===== config.mk =====
export PLATFORM = sky130hd
export DESIGN_NAME = rgb_to_hsv_converter
export DESIGN_NICKNAME = d
export VERILOG_FILES = /design/src/sv/rgbhsv_pkg.sv /design/src/sv/rgb_to_hsv_converter.sv /design/src/sv/rgbhsv_div.sv
export SDC_FILE = /design/constraint.sdc
export NUM_CORES = 1
export LEC_CHECK = 0
export ABC_AREA = 0
export BUFFER_PORTS_ARGS = -buffer_cell sky130_fd_sc_hd__clkbuf_2
export CAP_MARGIN = 15
export CORE_UTILIZATION = 45
export DETAILED_ROUTE_END_ITERATION = 12
export HOLD_SLACK_MARGIN = 0.1
export SLEW_MARGIN = 30
export SYNTH_ARGS = -nofsm -noshare
export SYNTH_HDL_FRONTEND = slang
export SYNTH_HIERARCHICAL = 1
export SYNTH_SLANG_ARGS = --single-unit
export TNS_END_PERCENT = 20

===== constraint.sdc =====
create_clock -name clock -period 16.3 [get_ports clock]
set_input_delay 4.075 -clock clock [delete_from_list [all_inputs] [get_ports clock]]
set_output_delay 4.075 -clock clock [all_outputs]
set_load 0.005 [all_outputs]

===== src/sv/rgbhsv_pkg.sv =====
package rgbhsv_pkg;

   localparam int unsigned Scale    = 100;
   localparam int unsigned ChanW    = 8;
   localparam int unsigned QuotW    = 7;
   localparam int unsigned NumW     = 15;
   localparam int unsigned HueW     = 9;
   localparam int unsigned PctW     = 7;
   localparam int unsigned TW       = 10;

   // x / 100 for x < 36000 as (x * HueRecip) >> 22, folded with the factor 60
   localparam int unsigned HueMul   = 60 * 41944;
   localparam int unsigned HueShift = 22;
   // max * 100 / 255 as (max * VMul) >> 24
   localparam int unsigned VMul     = 100 * 65794;
   localparam int unsigned VShift   = 24;

   typedef enum logic [1:0] {
      MAX_RED   = 2'd0,
      MAX_GREEN = 2'd1,
      MAX_BLUE  = 2'd2
   } max_sel_type;

   typedef struct packed {
      logic              neg;
      max_sel_type       sel;
      logic              dzero;
      logic [PctW-1:0]   bright;
   } side_type;

   typedef struct packed {
      logic              valid;
      logic [NumW-1:0]   rem_h;
      logic [NumW-1:0]   rem_s;
      logic [ChanW-1:0]  den_h;
      logic [ChanW-1:0]  den_s;
      logic [QuotW-1:0]  q_h;
      logic [QuotW-1:0]  q_s;
      side_type          side;
   } div_stage_type;

endpackage


===== src/sv/rgb_to_hsv_converter.sv =====
// RGB to HSV converter, one 8-bit-per-channel sample per transfer in, one
// result per transfer out, in order. Fully pipelined: a new sample can be
// taken every cycle while the output is not stalled. There are ten register
// stages (input register, max/min stage, seven stages of the two radix-2
// dividers for hue and saturation, output stage).
// The whole pipe advances whenever the output register is empty or
// being taken, so req_tready follows rsp_tready. Hue is in degrees (0..359),
// saturation and brightness in percent, all truncated; a grey sample has hue 0.
module rgb_to_hsv_converter (
   input  logic        clock,
   input  logic        reset,
   input  logic        req_tvalid,
   output logic        req_tready,
   input  logic [23:0] req_tdata,   // red[7:0], green[15:8], blue[23:16]
   output logic        rsp_tvalid,
   input  logic        rsp_tready,
   output logic [23:0] rsp_tdata    // hue[8:0], saturation[15:9], brightness[22:16], 0
);
   import rgbhsv_pkg::*;

   logic enable;
   assign enable     = !rsp_tvalid || rsp_tready;
   assign req_tready = enable;

   // input register
   logic             in_valid_ff;
   logic [ChanW-1:0] red_ff, green_ff, blue_ff;

   always_ff @(posedge clock) begin
      if (reset) begin
         in_valid_ff <= 1'b0;
      end else if (enable) begin
         in_valid_ff <= req_tvalid;
      end
      if (enable) begin
         red_ff   <= req_tdata[7:0];
         green_ff <= req_tdata[15:8];
         blue_ff  <= req_tdata[23:16];
      end
   end

   // max / min, numerators
   div_stage_type div_in, div_out;
   logic [ChanW-1:0] mx, mn, dlt, pos_a, pos_b;
   logic [30:0]      vprod;

   always_comb begin
      div_in       = '0;
      mx           = red_ff;
      div_in.side.sel = MAX_RED;
      pos_a        = green_ff;
      pos_b        = blue_ff;
      if (green_ff > mx) begin
         mx = green_ff;
         div_in.side.sel = MAX_GREEN;
      end
      if (blue_ff > mx) begin
         mx = blue_ff;
         div_in.side.sel = MAX_BLUE;
      end
      mn = red_ff;
      if (green_ff < mn) mn = green_ff;
      if (blue_ff < mn) mn = blue_ff;
      dlt = mx - mn;
      case (div_in.side.sel)
         MAX_GREEN: begin pos_a = blue_ff; pos_b = red_ff;   end
         MAX_BLUE:  begin pos_a = red_ff;  pos_b = green_ff; end
         default:   begin pos_a = green_ff; pos_b = blue_ff; end
      endcase
      div_in.valid      = in_valid_ff;
      div_in.side.neg   = pos_a < pos_b;
      div_in.rem_h      = NumW'((pos_a < pos_b ? pos_b - pos_a : pos_a - pos_b) * Scale);
      div_in.rem_s      = NumW'(dlt * 100);
      div_in.den_h      = dlt;
      div_in.den_s      = mx;
      div_in.side.dzero = (dlt == '0);
      vprod             = 31'(mx) * 31'(VMul);
      div_in.side.bright = vprod[VShift +: PctW];
   end

   rgbhsv_div u_div (
      .clock     (clock),
      .reset     (reset),
      .enable    (enable),
      .stage_in  (div_in),
      .stage_out (div_out)
   );

   // hue assembly and output register
   logic [TW-1:0]   t_val;
   logic [TW-1:0]   q_ext;
   logic [31:0]     hprod;
   logic [HueW-1:0] hue_in, hue_ff;
   logic [PctW-1:0] sat_in, sat_ff, bright_ff;
   logic            out_valid_ff;

   always_comb begin
      q_ext = TW'(div_out.q_h);
      case (div_out.side.sel)
         MAX_GREEN: t_val = div_out.side.neg ? TW'(2*Scale) - q_ext : TW'(2*Scale) + q_ext;
         MAX_BLUE:  t_val = div_out.side.neg ? TW'(4*Scale) - q_ext : TW'(4*Scale) + q_ext;
         default: begin
            if (div_out.side.neg && q_ext != '0) t_val = TW'(6*Scale) - q_ext;
            else t_val = q_ext;
         end
      endcase
      hprod  = 32'(t_val) * 32'(HueMul);
      hue_in = div_out.side.dzero ? '0 : hprod[HueShift +: HueW];
      sat_in = div_out.side.dzero ? '0 : div_out.q_s;
   end

   always_ff @(posedge clock) begin
      if (reset) begin
         out_valid_ff <= 1'b0;
      end else if (enable) begin
         out_valid_ff <= div_out.valid;
      end
      if (enable) begin
         hue_ff    <= hue_in;
         sat_ff    <= sat_in;
         bright_ff <= div_out.side.bright;
      end
   end

   assign rsp_tvalid = out_valid_ff;
   assign rsp_tdata  = {1'b0, bright_ff, sat_ff, hue_ff};

   a_hue_range: assert property (@(posedge clock) disable iff (reset)
      rsp_tvalid |-> (hue_ff < HueW'(360) && sat_ff <= PctW'(100) && bright_ff <= PctW'(100)))
      else $error("result out of range");

   a_grey_hue: assert property (@(posedge clock) disable iff (reset)
      (enable && div_out.valid && div_out.side.dzero) |=> (hue_ff == '0 && sat_ff == '0))
      else $error("grey sample gave non-zero hue or saturation");

   a_stall_hold: assert property (@(posedge clock) disable iff (reset)
      (rsp_tvalid && !rsp_tready) |-> !req_tready)
      else $error("input taken while output stalled");

endmodule


===== src/sv/rgbhsv_div.sv =====
module rgbhsv_div (
   input  logic                      clock,
   input  logic                      reset,
   input  logic                      enable,
   input  rgbhsv_pkg::div_stage_type stage_in,
   output rgbhsv_pkg::div_stage_type stage_out
);
   import rgbhsv_pkg::*;

   div_stage_type pipe_ff [QuotW+1];
   div_stage_type pipe_in [QuotW+1];

   always_comb begin
      logic [NumW-1:0] sh_h;
      logic [NumW-1:0] sh_s;
      pipe_in[0] = stage_in;
      for (int k = 1; k <= QuotW; k++) begin
         pipe_in[k] = pipe_ff[k-1];
         sh_h = NumW'(pipe_ff[k-1].den_h) << (QuotW - k);
         sh_s = NumW'(pipe_ff[k-1].den_s) << (QuotW - k);
         if (pipe_ff[k-1].rem_h >= sh_h) begin
            pipe_in[k].rem_h = pipe_ff[k-1].rem_h - sh_h;
            pipe_in[k].q_h[QuotW-k] = 1'b1;
         end
         if (pipe_ff[k-1].rem_s >= sh_s) begin
            pipe_in[k].rem_s = pipe_ff[k-1].rem_s - sh_s;
            pipe_in[k].q_s[QuotW-k] = 1'b1;
         end
      end
   end

   always_ff @(posedge clock) begin
      for (int k = 0; k <= QuotW; k++) begin
         if (reset) begin
            pipe_ff[k] <= '0;
         end else if (enable) begin
            pipe_ff[k] <= pipe_in[k];
         end
      end
   end

   assign stage_out = pipe_ff[QuotW];

endmodule


Word level (Yosys, flattened, before mapping)
Memory sizes are Yosys's and may differ from the RTL's.
Cells that the tools add are included.
{"block": "word_totals", "word_cells": 125, "mem_count": 1, "register_bits": 49, "input_bits": 28, "out_inout_bits": 26, "latch_bits": 0, "ramBits": 576, "romBits": 0}
{"block": "classes", "eq_ne": 4, "add_sub_neg": 22, "n_shift": 0, "div_mod_pow": 0, "n_reduce_logical": 5, "n_mul": 4, "order_cmp": 19, "n_mux": 54, "n_bitwise": 8}
{"name": "u_div.pipe_ff", "depth": 8, "word_bits": 72, "rd": 8, "rd_ports_with_merged_regs": 0, "wr": 8, "line_no": "rgbhsv_div.sv:10", "text": "div_stage_type pipe_ff [QuotW+1];"}
{"operator": "$mux W72", "n": 8}
{"operator": "$mux W15", "n": 14}
{"operator": "$mul A32 B5 Y13 const B", "n": 1}
{"operator": "$mux W32", "n": 1}
{"operator": "$mux W8", "n": 4}
{"operator": "$pmux W8 S2", "n": 2}
{"operator": "$ge A15 B10 Y1", "n": 2}
{"operator": "$ge A15 B11 Y1", "n": 2}
{"operator": "$ge A15 B12 Y1", "n": 2}
{"operator": "$ge A15 B13 Y1", "n": 2}
{"operator": "$ge A15 B14 Y1", "n": 2}
{"operator": "$ge A15 B8 Y1", "n": 2}
{"operator": "$ge A15 B9 Y1", "n": 2}
{"operator": "$mux W10", "n": 3}
{"operator": "$sub A15 B10 Y15", "n": 2}
{"operator": "$sub A15 B11 Y15", "n": 2}
{"operator": "$sub A15 B12 Y15", "n": 2}
{"operator": "$sub A15 B13 Y15", "n": 2}
{"operator": "$sub A15 B14 Y15", "n": 2}
{"operator": "$sub A15 B8 Y15", "n": 2}
{"operator": "$sub A15 B9 Y15", "n": 2}
{"operator": "$mul A8 B20 Y28 const B", "n": 1}
{"operator": "$mul A10 B17 Y26 const B", "n": 1}
{"operator": "$lt A8 B8 Y1", "n": 3}
{"operator": "20 further kinds", "n": 50}

Longest topological paths before layout
Gate-level depths: netlist (run 1).
{"block": "depth", "ltp_word": 10, "ltp_mapped": 47, "ltp_nobuf": 43}

Hierarchy
The synthesis (run 1) kept the hierarchy.
{"mod": "rgbhsv_div", "area_per_inst_um2": 29049.1, "instances": 1, "cells_per_inst": 2429, "seq_area_each_um2": 17296.6}
{"mod": "rgb_to_hsv_converter", "area_per_inst_um2": 9888.2, "instances": 1, "cells_per_inst": 1093, "seq_area_each_um2": 1451.4}

Least setup slack after synthesis (run 1)
Ideal clock, no wire load.
{"block": "synth_path", "path_kind": "input -> register", "from": "input port rsp_tready", "to": "memory u_div/pipe_ff[0][0] (netlist bit), enable pin", "stages": 2, "setup_slack_ns": 3.190, "arrival_ns": 12.404, "t_required_ns": 15.594, "path_cell_list": "nand2b_1 -> or2_2"}
{"item": "from (decl)", "line_no": "rgb_to_hsv_converter.sv:16", "text": "input logic rsp_tready,"}
{"item": "to (decl)", "line_no": "rgbhsv_div.sv:10"}

==> results of run 1 <==
-- registers in the layout, indices dropped and copies added, names as in the netlist --
name and flops:
green_ff 8, u_div/pipe_ff 530, in_valid_ff 1, blue_ff 8, hue_ff 9, bright_ff 7
rsp_tvalid 1, red_ff 8, sat_ff 7
-- worst reg2reg max path: cells and delay by family, from the launching register on --
family          cells  cell delay [ns]
mux                 2             0.84
flops               1             0.44
fa+ha+maj           7             2.31
buf+inv             5             1.29
compound gates     14             3.24
simple gates        9             1.27
xor+xnor            3             0.44
-- power breakdown --
part / switching (W) / internal (W)
registers: 0.000138 / 0.00203
clock network: 0.000596 / 0.000862
logic: 0.00255 / 0.00216
total: 0.00328 / 0.00506
-- layout make-up --
class	instances	share of cell area
Clock inverter	32	0.00939
Clock buffer	83	0.0448
Tap cell	1050	0.0331
Multi-Input combinational cell	2259	0.434
Timing Repair Buffer	71	0.0117
Sequential cell	579	0.437
Inverter	317	0.0300
-- per-stage QoR --
step	hold slack (ns)	utilization	power, W	cell area, um^2	std cells
6_report	0.418	0.500	0.00834	39700	4391
3_3_place_gp	0.410	0.472	0.00685	37500	4275
2_1_floorplan	0.452	-	0.00590	36300	3286
3_5_place_dp	0.407	0.472	0.00694	37500	4275
5_1_grt	0.428	0.500	0.00912	39700	4391
4_1_cts	0.420	0.499	0.00844	39600	4390
-- worst min path at each step --
stage | from | endpoint | slack [ns] | cells past startpoint
2_1_floorplan | in_valid_ff$_SDFFE_PP0P_ | in_valid_ff$_SDFFE_PP0P_ | 0.45 | 2
3_3_place_gp | u_div/pipe_ff[1][216]$_SDFFCE_PN0P_ | bright_ff[0]$_DFFE_PP_ | 0.41 | 0
3_5_place_dp | u_div/pipe_ff[1][216]$_SDFFCE_PN0P_ | bright_ff[0]$_DFFE_PP_ | 0.41 | 0
4_1_cts | u_div/pipe_ff[1][216]$_SDFFCE_PN0P_ | bright_ff[0]$_DFFE_PP_ | 0.42 | 0
5_1_grt | u_div/pipe_ff[1][217]$_SDFFCE_PN0P_ | bright_ff[1]$_DFFE_PP_ | 0.43 | 0
6_report | u_div/pipe_ff[1][216]$_SDFFCE_PN0P_ | bright_ff[0]$_DFFE_PP_ | 0.42 | 0
-- layer usage --
layer  GRT usage  vias to the layer above  part of all wire
li1            -                    11600                 -
met5           0                        -                 0
met1       0.201                    11000              0.43
met3      0.0238                      133             0.025
met4      0.0583                        0             0.029
met2       0.323                      323              0.52
==> flow_summary.yaml, run 1 <==
timing:
  final.setup_skew_ns: 0.0266
  fin_crit_ns: 10.09
  slew-limit-headroom: 0.293
  hold_viol: 0
  drv_slew: 0
  worst_slack_ns: 6.21
  period_share: 0.619
  tightest_slew_ns: 1.06
  setup_tns_ns: 0
  rsz0062_at_grt: "false"
  fmax_mhz: 99.1
  finalSetupViolations: 0
setup_path:
  cp-end-kind: "register"
  crit_path_max_incr_delay_ns: 0.63
  arrival_ns: 10.44
  reg2reg_depth: 40
  crit_path_top_delay_cell: "inv_2"
  worstSetupPathType: "register to register"
  worstSetupPathDepth: 40
  cp-start-kind: "register"
  cpLargestDelayFamily: "compound AO/OA/AOI/OAI gates"
  crit_path_end: "u_div/pipe_ff[0][70]$_SDFFCE_PN0P_"
  rrSetupSlack_ns: 6.21
  path_buf_inv: 5
  crit_path_max_fanout: 43
  critPathLaunch: "red_ff[3]$_DFFE_PP_"
  crit_top_cell: "ha_1"
  timing.rr.end: "u_div/pipe_ff[0][70]$_SDFFCE_PN0P_"
  critPathRequiredTime_ns: 16.65
  r2r-start: "red_ff[3]$_DFFE_PP_"
power:
  vdd_ir_drop_max_v: 0.000207
  p_per_area_nw_per_um2: 210
  leakage_nw: 17.6
global_route:
  grt_max_degree: 251
  grt-ovfl-total: 0
  grt_usage: 0.173
  grt_pass1_wl_um: 116000
  antenna_found_initial: 0
  first_global_vias: 23500
hold_path:
  hold_path.class: "register to register"
die:
  rows: 103
  ioPinCount: 54
  die_h_um: 286
  coreArea_um2: 79400
  die_w_um: 286
  die_area_um2: 81700
  start_util: 0.457
cts:
  postCtsSetupBuffers: 0
  clock_latency_ns: 0.60
  root_buffer: "clkbuf_16"
  cts_sinks: 579
  cts_made_buffers: 67
  cts_resized: 0
  cts_buffer_depth: 3
  holdBufCountCts: 0
  cts_tree: "done"
  htree_levels: 3
  cts.clk_slew.worst_paths_ns: 0.06
cells_and_area:
  multi_input_area_um2: 17200
  n_fill_cell: 7092
  n_antenna_cell: 0
  drive_above_1_share: 0.0638
  regArea_um2: 17400
  syn2layout_area_growth_pct: 9.52
  layout_commonest_cell: "edfxtp_1"
  most-common-layout-cells: "edfxtp_1, ha_1, nor2_1"
  fin_nets: 3759
synthesis:
  synth.avg_cell_area_um2: 11.1
  synth_cells: 3268
  yosysWarningCount: 6
  synth.cell_area_um2: 36300
route:
  drcViolationCount: 0
  via_per_inst: 5.24
  ant_nets: 0
  initialDrtViolationCount: 1231
  vias: 23000
  first_pass_iters: 5
  routed_wl_um: 70500
  wl_per_cell_um: 16.0
placed_design:
  hpwl_um: 51800
  place_congestion: 0.885
  preCtsSetupSlack_ns: 6.20
  portBuffers: 52
run:
  max_cap_viol_count: 0
outcome:
  status: "complete, no violations"
No activity file was read; power rests on OpenSTA's default activity.
==> inputs of run 2 (changes only) <==
clock period = 10.2 ns   (was 16.3 ns; I/O delays follow)
==> run 2 against run 1 <==
  * Die area is the same
  * Sequential cell count unchanged
  * Final area up 0.26%
  * Critical path type unchanged
  * Largest cell class unchanged
  * Combinational power is 61% higher
==> flow_summary.yaml, run 2 (same netlist as run 1, synthesis figures left out) <==
outcome:
  status: "complete, no violations"
cells_and_area:
  final_util: 0.501
  multi_input_area_um2: 17200
  regArea_um2: 17400
  fin_nets: 3763
  n_antenna_cell: 0
  most-common-layout-cells: "edfxtp_1, ha_1, nor2_1"
  largest_reg_flops: 530
  drive_above_1_share: 0.0657
  n_fill_cell: 7089
  syn2layout_area_growth_pct: 9.81
  top_regs: "u_div/pipe_ff x530, hue_ff x9"
  top_register: "u_div/pipe_ff"
  layout_commonest_cell: "edfxtp_1"
setup_path:
  crit_path_max_incr_delay_ns: 0.50
  critPathRequiredTime_ns: 10.56
  crit_path_max_fanout: 31
  reg2reg_depth: 42
  worstSetupPathType: "register to register"
  arrival_ns: 9.77
  rrSetupSlack_ns: 0.79
  crit_path_top_delay_cell: "fa_1"
  timing.rr.end: "u_div/pipe_ff[0][70]$_SDFFCE_PN0P_"
  crit_top_cell: "ha_1"
  critPathLaunch: "red_ff[3]$_DFFE_PP_"
  cp-start-kind: "register"
  r2r-start: "red_ff[3]$_DFFE_PP_"
  crit_path_end: "u_div/pipe_ff[0][70]$_SDFFCE_PN0P_"
  cp-end-kind: "register"
placed_design:
  place_congestion: 0.876
  portBuffers: 52
  hpwl_um: 52400
route:
  initialDrtViolationCount: 1093
  first_pass_iters: 5
  routed_wl_um: 70700
  drcViolationCount: 0
  met1_length_um: 29800
  via_per_inst: 5.23
  ant_nets: 0
  wl_per_cell_um: 16.1
  vias: 23000
  top_layer: "met4"
  dr_wl_met3_um: 1930
  wl_met2_um: 37100
global_route:
  grt_max_degree: 235
  grt_pass1_wl_um: 117000
  grt-ovfl-total: 0
  antenna_found_initial: 0
  grt_usage: 0.175
  first_global_vias: 23700
die:
  ioPinCount: 54
  start_util: 0.457
  die_w_um: 286
  rows: 103
  die_h_um: 286
  die_area_um2: 81700
  coreArea_um2: 79400
cts:
  cts_made_buffers: 68
  postCtsSetupBuffers: 0
  cts_tree: "done"
  htree_levels: 3
  cts_sinks: 579
  root_buffer: "clkbuf_16"
  clock_latency_ns: 0.61
  cts_buffer_depth: 3
  cts.clk_slew.worst_paths_ns: 0.06
power:
  vdd_ir_drop_max_v: 0.000306
  leakage_nw: 17.6
  p_per_area_nw_per_um2: 338
timing:
  finalSetupViolations: 0
  fin_crit_ns: 9.41
  period_share: 0.923
  slew-limit-headroom: 0.286
  setup_tns_ns: 0
  final.setup_skew_ns: 0.0288
  tightest_slew_ns: 1.07
  hold_viol: 0
  fmax_mhz: 106
  drv_slew: 0
  rsz0062_at_grt: "false"
run:
  max_cap_viol_count: 0
hold_path:
  hold_path.class: "register to register"
==> run 2: cell count changes in the layout (fill, tap and decap cells not counted), moves of 3 or more <==
cell	before	now
buf_4	12	18
buf_6	4	1
clkinv_1	8	11
bufinv_16	5	8
==> run 2: per-layer routing <==
layer,vias to the layer above,global-route usage
met2,356,0.332
met3,125,0.0236
met5,-,0
met4,0,0.0540
li1,11600,-
met1,10900,0.201
==> run 2: critical path: cells and delay by family, from the launching register on <==
| kind | cells | cell delay (ns) |
|---|---|---|
| AO/OA/AOI/OAI | 14 | 2.92 |
| flip-flops | 1 | 0.43 |
| XOR/XNOR | 3 | 0.42 |
| multiplexers | 2 | 0.81 |
| buffers and inverters | 7 | 1.14 |
| AND/OR/NAND/NOR | 9 | 1.17 |
| adder cells (fa/ha/maj) | 7 | 2.25 |
==> run 2: worst min path at each step <==
stage / from / end / depth (start not counted)
2_1_floorplan: in_valid_ff$_SDFFE_PP0P_ / in_valid_ff$_SDFFE_PP0P_ / 2
3_3_place_gp: u_div/pipe_ff[1][216]$_SDFFCE_PN0P_ / bright_ff[0]$_DFFE_PP_ / 0
3_5_place_dp: u_div/pipe_ff[1][216]$_SDFFCE_PN0P_ / bright_ff[0]$_DFFE_PP_ / 0
4_1_cts: u_div/pipe_ff[1][216]$_SDFFCE_PN0P_ / bright_ff[0]$_DFFE_PP_ / 0
5_1_grt: u_div/pipe_ff[1][221]$_SDFFCE_PN0P_ / bright_ff[5]$_DFFE_PP_ / 0
6_report: u_div/pipe_ff[1][216]$_SDFFCE_PN0P_ / bright_ff[0]$_DFFE_PP_ / 0
==> run 2: cell type report <==
| cell class | instances | share of cell area |
|---|---|---|
| Clock buffer | 83 | 0.0442 |
| Timing Repair Buffer | 74 | 0.0117 |
| Multi-Input combinational cell | 2259 | 0.433 |
| Sequential cell | 579 | 0.436 |
| Inverter | 317 | 0.0299 |
| Clock inverter | 39 | 0.0122 |
| Tap cell | 1050 | 0.0330 |
==> run 2: power breakdown <==
part,internal (W),switching [W]
clock,0.00145,0.000967
sequential,0.00324,0.000222
combinational,0.00346,0.00412
total,0.00815,0.00531
==> run 2: repair_timing <==
action	4_1_cts	5_1_grt
hold buffers	0	0
setup endpoints to repair	0	1
resized for setup	0	4
==> run 2: per-stage QoR <==
stage	area (um^2)	instances	worst slack (ns)	hold WS, ns	total power (W)
after CTS	39800	4401	0.555	0.421	0.0136
final	39800	4401	0.788	0.419	0.0135
after global placement	37500	4279	0.677	0.410	0.0110
after detailed placement	37600	4279	0.593	0.405	0.0111
after floorplan	36300	3286	0.976	0.452	0.00943
after global routing	39800	4401	0.0305	0.426	0.0147
==> inputs of run 3 (changes only) <==
CTS_BUF_LIST = sky130_fd_sc_hd__clkbuf_4   (was unset)
==> run 3 against run 2 <==
  * Sequential cell count stayed put
  * Routed wire length is 0.98% higher
  * Fmax hardly changed
  * Core utilization is 0.27 points lower
  * Setup slack better by 0.0051 ns
  * Largest cell class unchanged
  * Power is 2.5% lower
  * Clock power is 14% lower
  * Global-route usage is 0.32 points higher
  * Highest routed layer unchanged
  * Via count is 2.1% higher
==> flow_summary.yaml, run 3 (same netlist as run 1, synthesis figures left out) <==
outcome:
  status: "complete, no violations"
timing:
  tightest_slew_ns: 1.03
  setup_tns_ns: 0
  slew-limit-headroom: 0.312
  fin_crit_ns: 9.41
  fmax_mhz: 106
  final.setup_skew_ns: 0.0746
  period_share: 0.922
  hold_slack_ns: 0.405
  finalSetupViolations: 0
  drv_slew: 0
  hold_viol: 0
  rsz0062_at_grt: "false"
placed_design:
  post_dp_cell_area_um2: 37600
  portBuffers: 52
  place_congestion: 0.876
  hpwl_um: 52400
power:
  power_frac_clock: 0.158
  leakage_nw: 17.7
  seq_power_share: 0.264
  vdd_ir_drop_max_v: 0.000315
  p_total_w: 0.0131
  pwr-share-comb: 0.577
  p_per_area_nw_per_um2: 331
  switching_share: 0.403
  switchingPower_w: 0.00529
  internal-power_w: 0.00783
route:
  drcViolationCount: 0
  wl_per_cell_um: 15.7
  via_per_inst: 5.16
  routed_wl_um: 71400
  initialDrtViolationCount: 1056
  first_pass_iters: 7
  ant_nets: 0
  vias: 23500
cells_and_area:
  fin_nets: 3851
  top_regs: "u_div/pipe_ff x530, hue_ff x9"
  n_fill_cell: 7237
  most-common-layout-cells: "edfxtp_1, ha_1, nor2_1"
  syn2layout_area_growth_pct: 9.21
  finish.instance_area_um2: 39600
  largest_reg_flops: 530
  drive_above_1_share: 0.105
  top_register: "u_div/pipe_ff"
  layout_commonest_cell: "edfxtp_1"
  final_util: 0.499
die:
  rows: 103
  die_area_um2: 81700
  die_h_um: 286
  die_w_um: 286
  coreArea_um2: 79400
  ioPinCount: 54
  start_util: 0.457
setup_path:
  cpLargestDelayFamily: "compound AO/OA/AOI/OAI gates"
  cp-end-kind: "register"
  timing.rr.end: "u_div/pipe_ff[0][70]$_SDFFCE_PN0P_"
  crit_path_top_delay_cell: "fa_1"
  rrSetupSlack_ns: 0.79
  crit_path_max_incr_delay_ns: 0.50
  crit_top_cell: "ha_1"
  r2r-start: "red_ff[3]$_DFFE_PP_"
  critPathRequiredTime_ns: 10.89
  worstSetupPathType: "register to register"
  reg2reg_depth: 42
  arrival_ns: 10.10
  path_buf_inv: 7
  crit_path_max_fanout: 31
  worstSetupPathDepth: 42
  cp-start-kind: "register"
hold_path:
  holdPathEnd: "bright_ff[0]$_DFFE_PP_"
  hold-path-cell-count: 0
  hold_path.class: "register to register"
  hold_start: "u_div/pipe_ff[1][216]$_SDFFCE_PN0P_"
cts:
  htree_levels: 4
  cts_made_buffers: 156
  cts_resized: 0
  cts_buffer_depth: 3
  holdBufCountCts: 0
  cts_sinks: 579
  cts_tree: "done"
  postCtsSetupBuffers: 0
  root_buffer: "clkbuf_4"
  cts.clk_slew.worst_paths_ns: 0.06
  clock_latency_ns: 0.96
global_route:
  grt_usage: 0.178
  antenna_found_initial: 1
  grt_pass1_wl_um: 118000
  first_global_vias: 24600
  grt_max_degree: 235
  grt-ovfl-total: 0
run:
  max_cap_viol_count: 0
[run 3: changes by cell type in the layout (fill, tap and decap cells not counted), moves of 3 or more]
cell | before | now
clkbuf_16 | 68 | 0
clkbuf_1 | 15 | 0
clkinvlp_4 | 3 | 0
clkinv_1 | 11 | 24
bufinv_16 | 8 | 5
clkbuf_4 | 0 | 222
[run 3: routing by layer]
metal / vias up / track usage / share of wire
li1: 11900 / - / -
met1: 11100 / 0.196 / 0.42
met2: 421 / 0.334 / 0.53
met3: 122 / 0.0364 / 0.033
met5: - / 0 / 0
met4: 0 / 0.0643 / 0.023
[run 3: metrics by stage]
| step | worst slack [ns] | std cells |
|---|---|---|
| after floorplan | 0.976 | 3286 |
| after global placement | 0.677 | 4279 |
| after detailed placement | 0.593 | 4279 |
| after CTS | 0.537 | 4547 |
| after global routing | 0.0237 | 4548 |
| final | 0.793 | 4549 |
[run 3: area by class of cell]
cell class	instances	area (um^2)	area share
inverters	317	1190	0.0301
well taps	1050	1310	0.0332
flip-flops and latches	579	17400	0.439
clock buffers	222	1670	0.0421
multi-input cells	2259	17200	0.435
repair buffers	74	467	0.0118
diodes	2	5.00	0.000126
clock inverters	46	357	0.00901
[run 3: how the worst max path moves through the flow]
stage	from	endpoint	slack, ns
after floorplan	red_ff[1]$_DFFE_PP_	u_div/pipe_ff[0][70]$_SDFFCE_PN0P_	0.98
after global placement	red_ff[3]$_DFFE_PP_	u_div/pipe_ff[0][70]$_SDFFCE_PN0P_	0.68
after detailed placement	red_ff[3]$_DFFE_PP_	u_div/pipe_ff[0][70]$_SDFFCE_PN0P_	0.59
after CTS	red_ff[3]$_DFFE_PP_	u_div/pipe_ff[0][70]$_SDFFCE_PN0P_	0.54
after global routing	red_ff[3]$_DFFE_PP_	u_div/pipe_ff[0][70]$_SDFFCE_PN0P_	0.02
final	red_ff[3]$_DFFE_PP_	u_div/pipe_ff[0][70]$_SDFFCE_PN0P_	0.79
[run 3: power by group through the flow]
stage | registers (W) | logic [W] | clock network, W
finish | 0.00347 | 0.00758 | 0.00208
CTS | 0.00347 | 0.00765 | 0.00217
global route | 0.00351 | 0.00862 | 0.00229
detailed placement | 0.00352 | 0.00761 | 0
global placement | 0.00351 | 0.00744 | 0
floorplan | 0.00341 | 0.00602 | 0
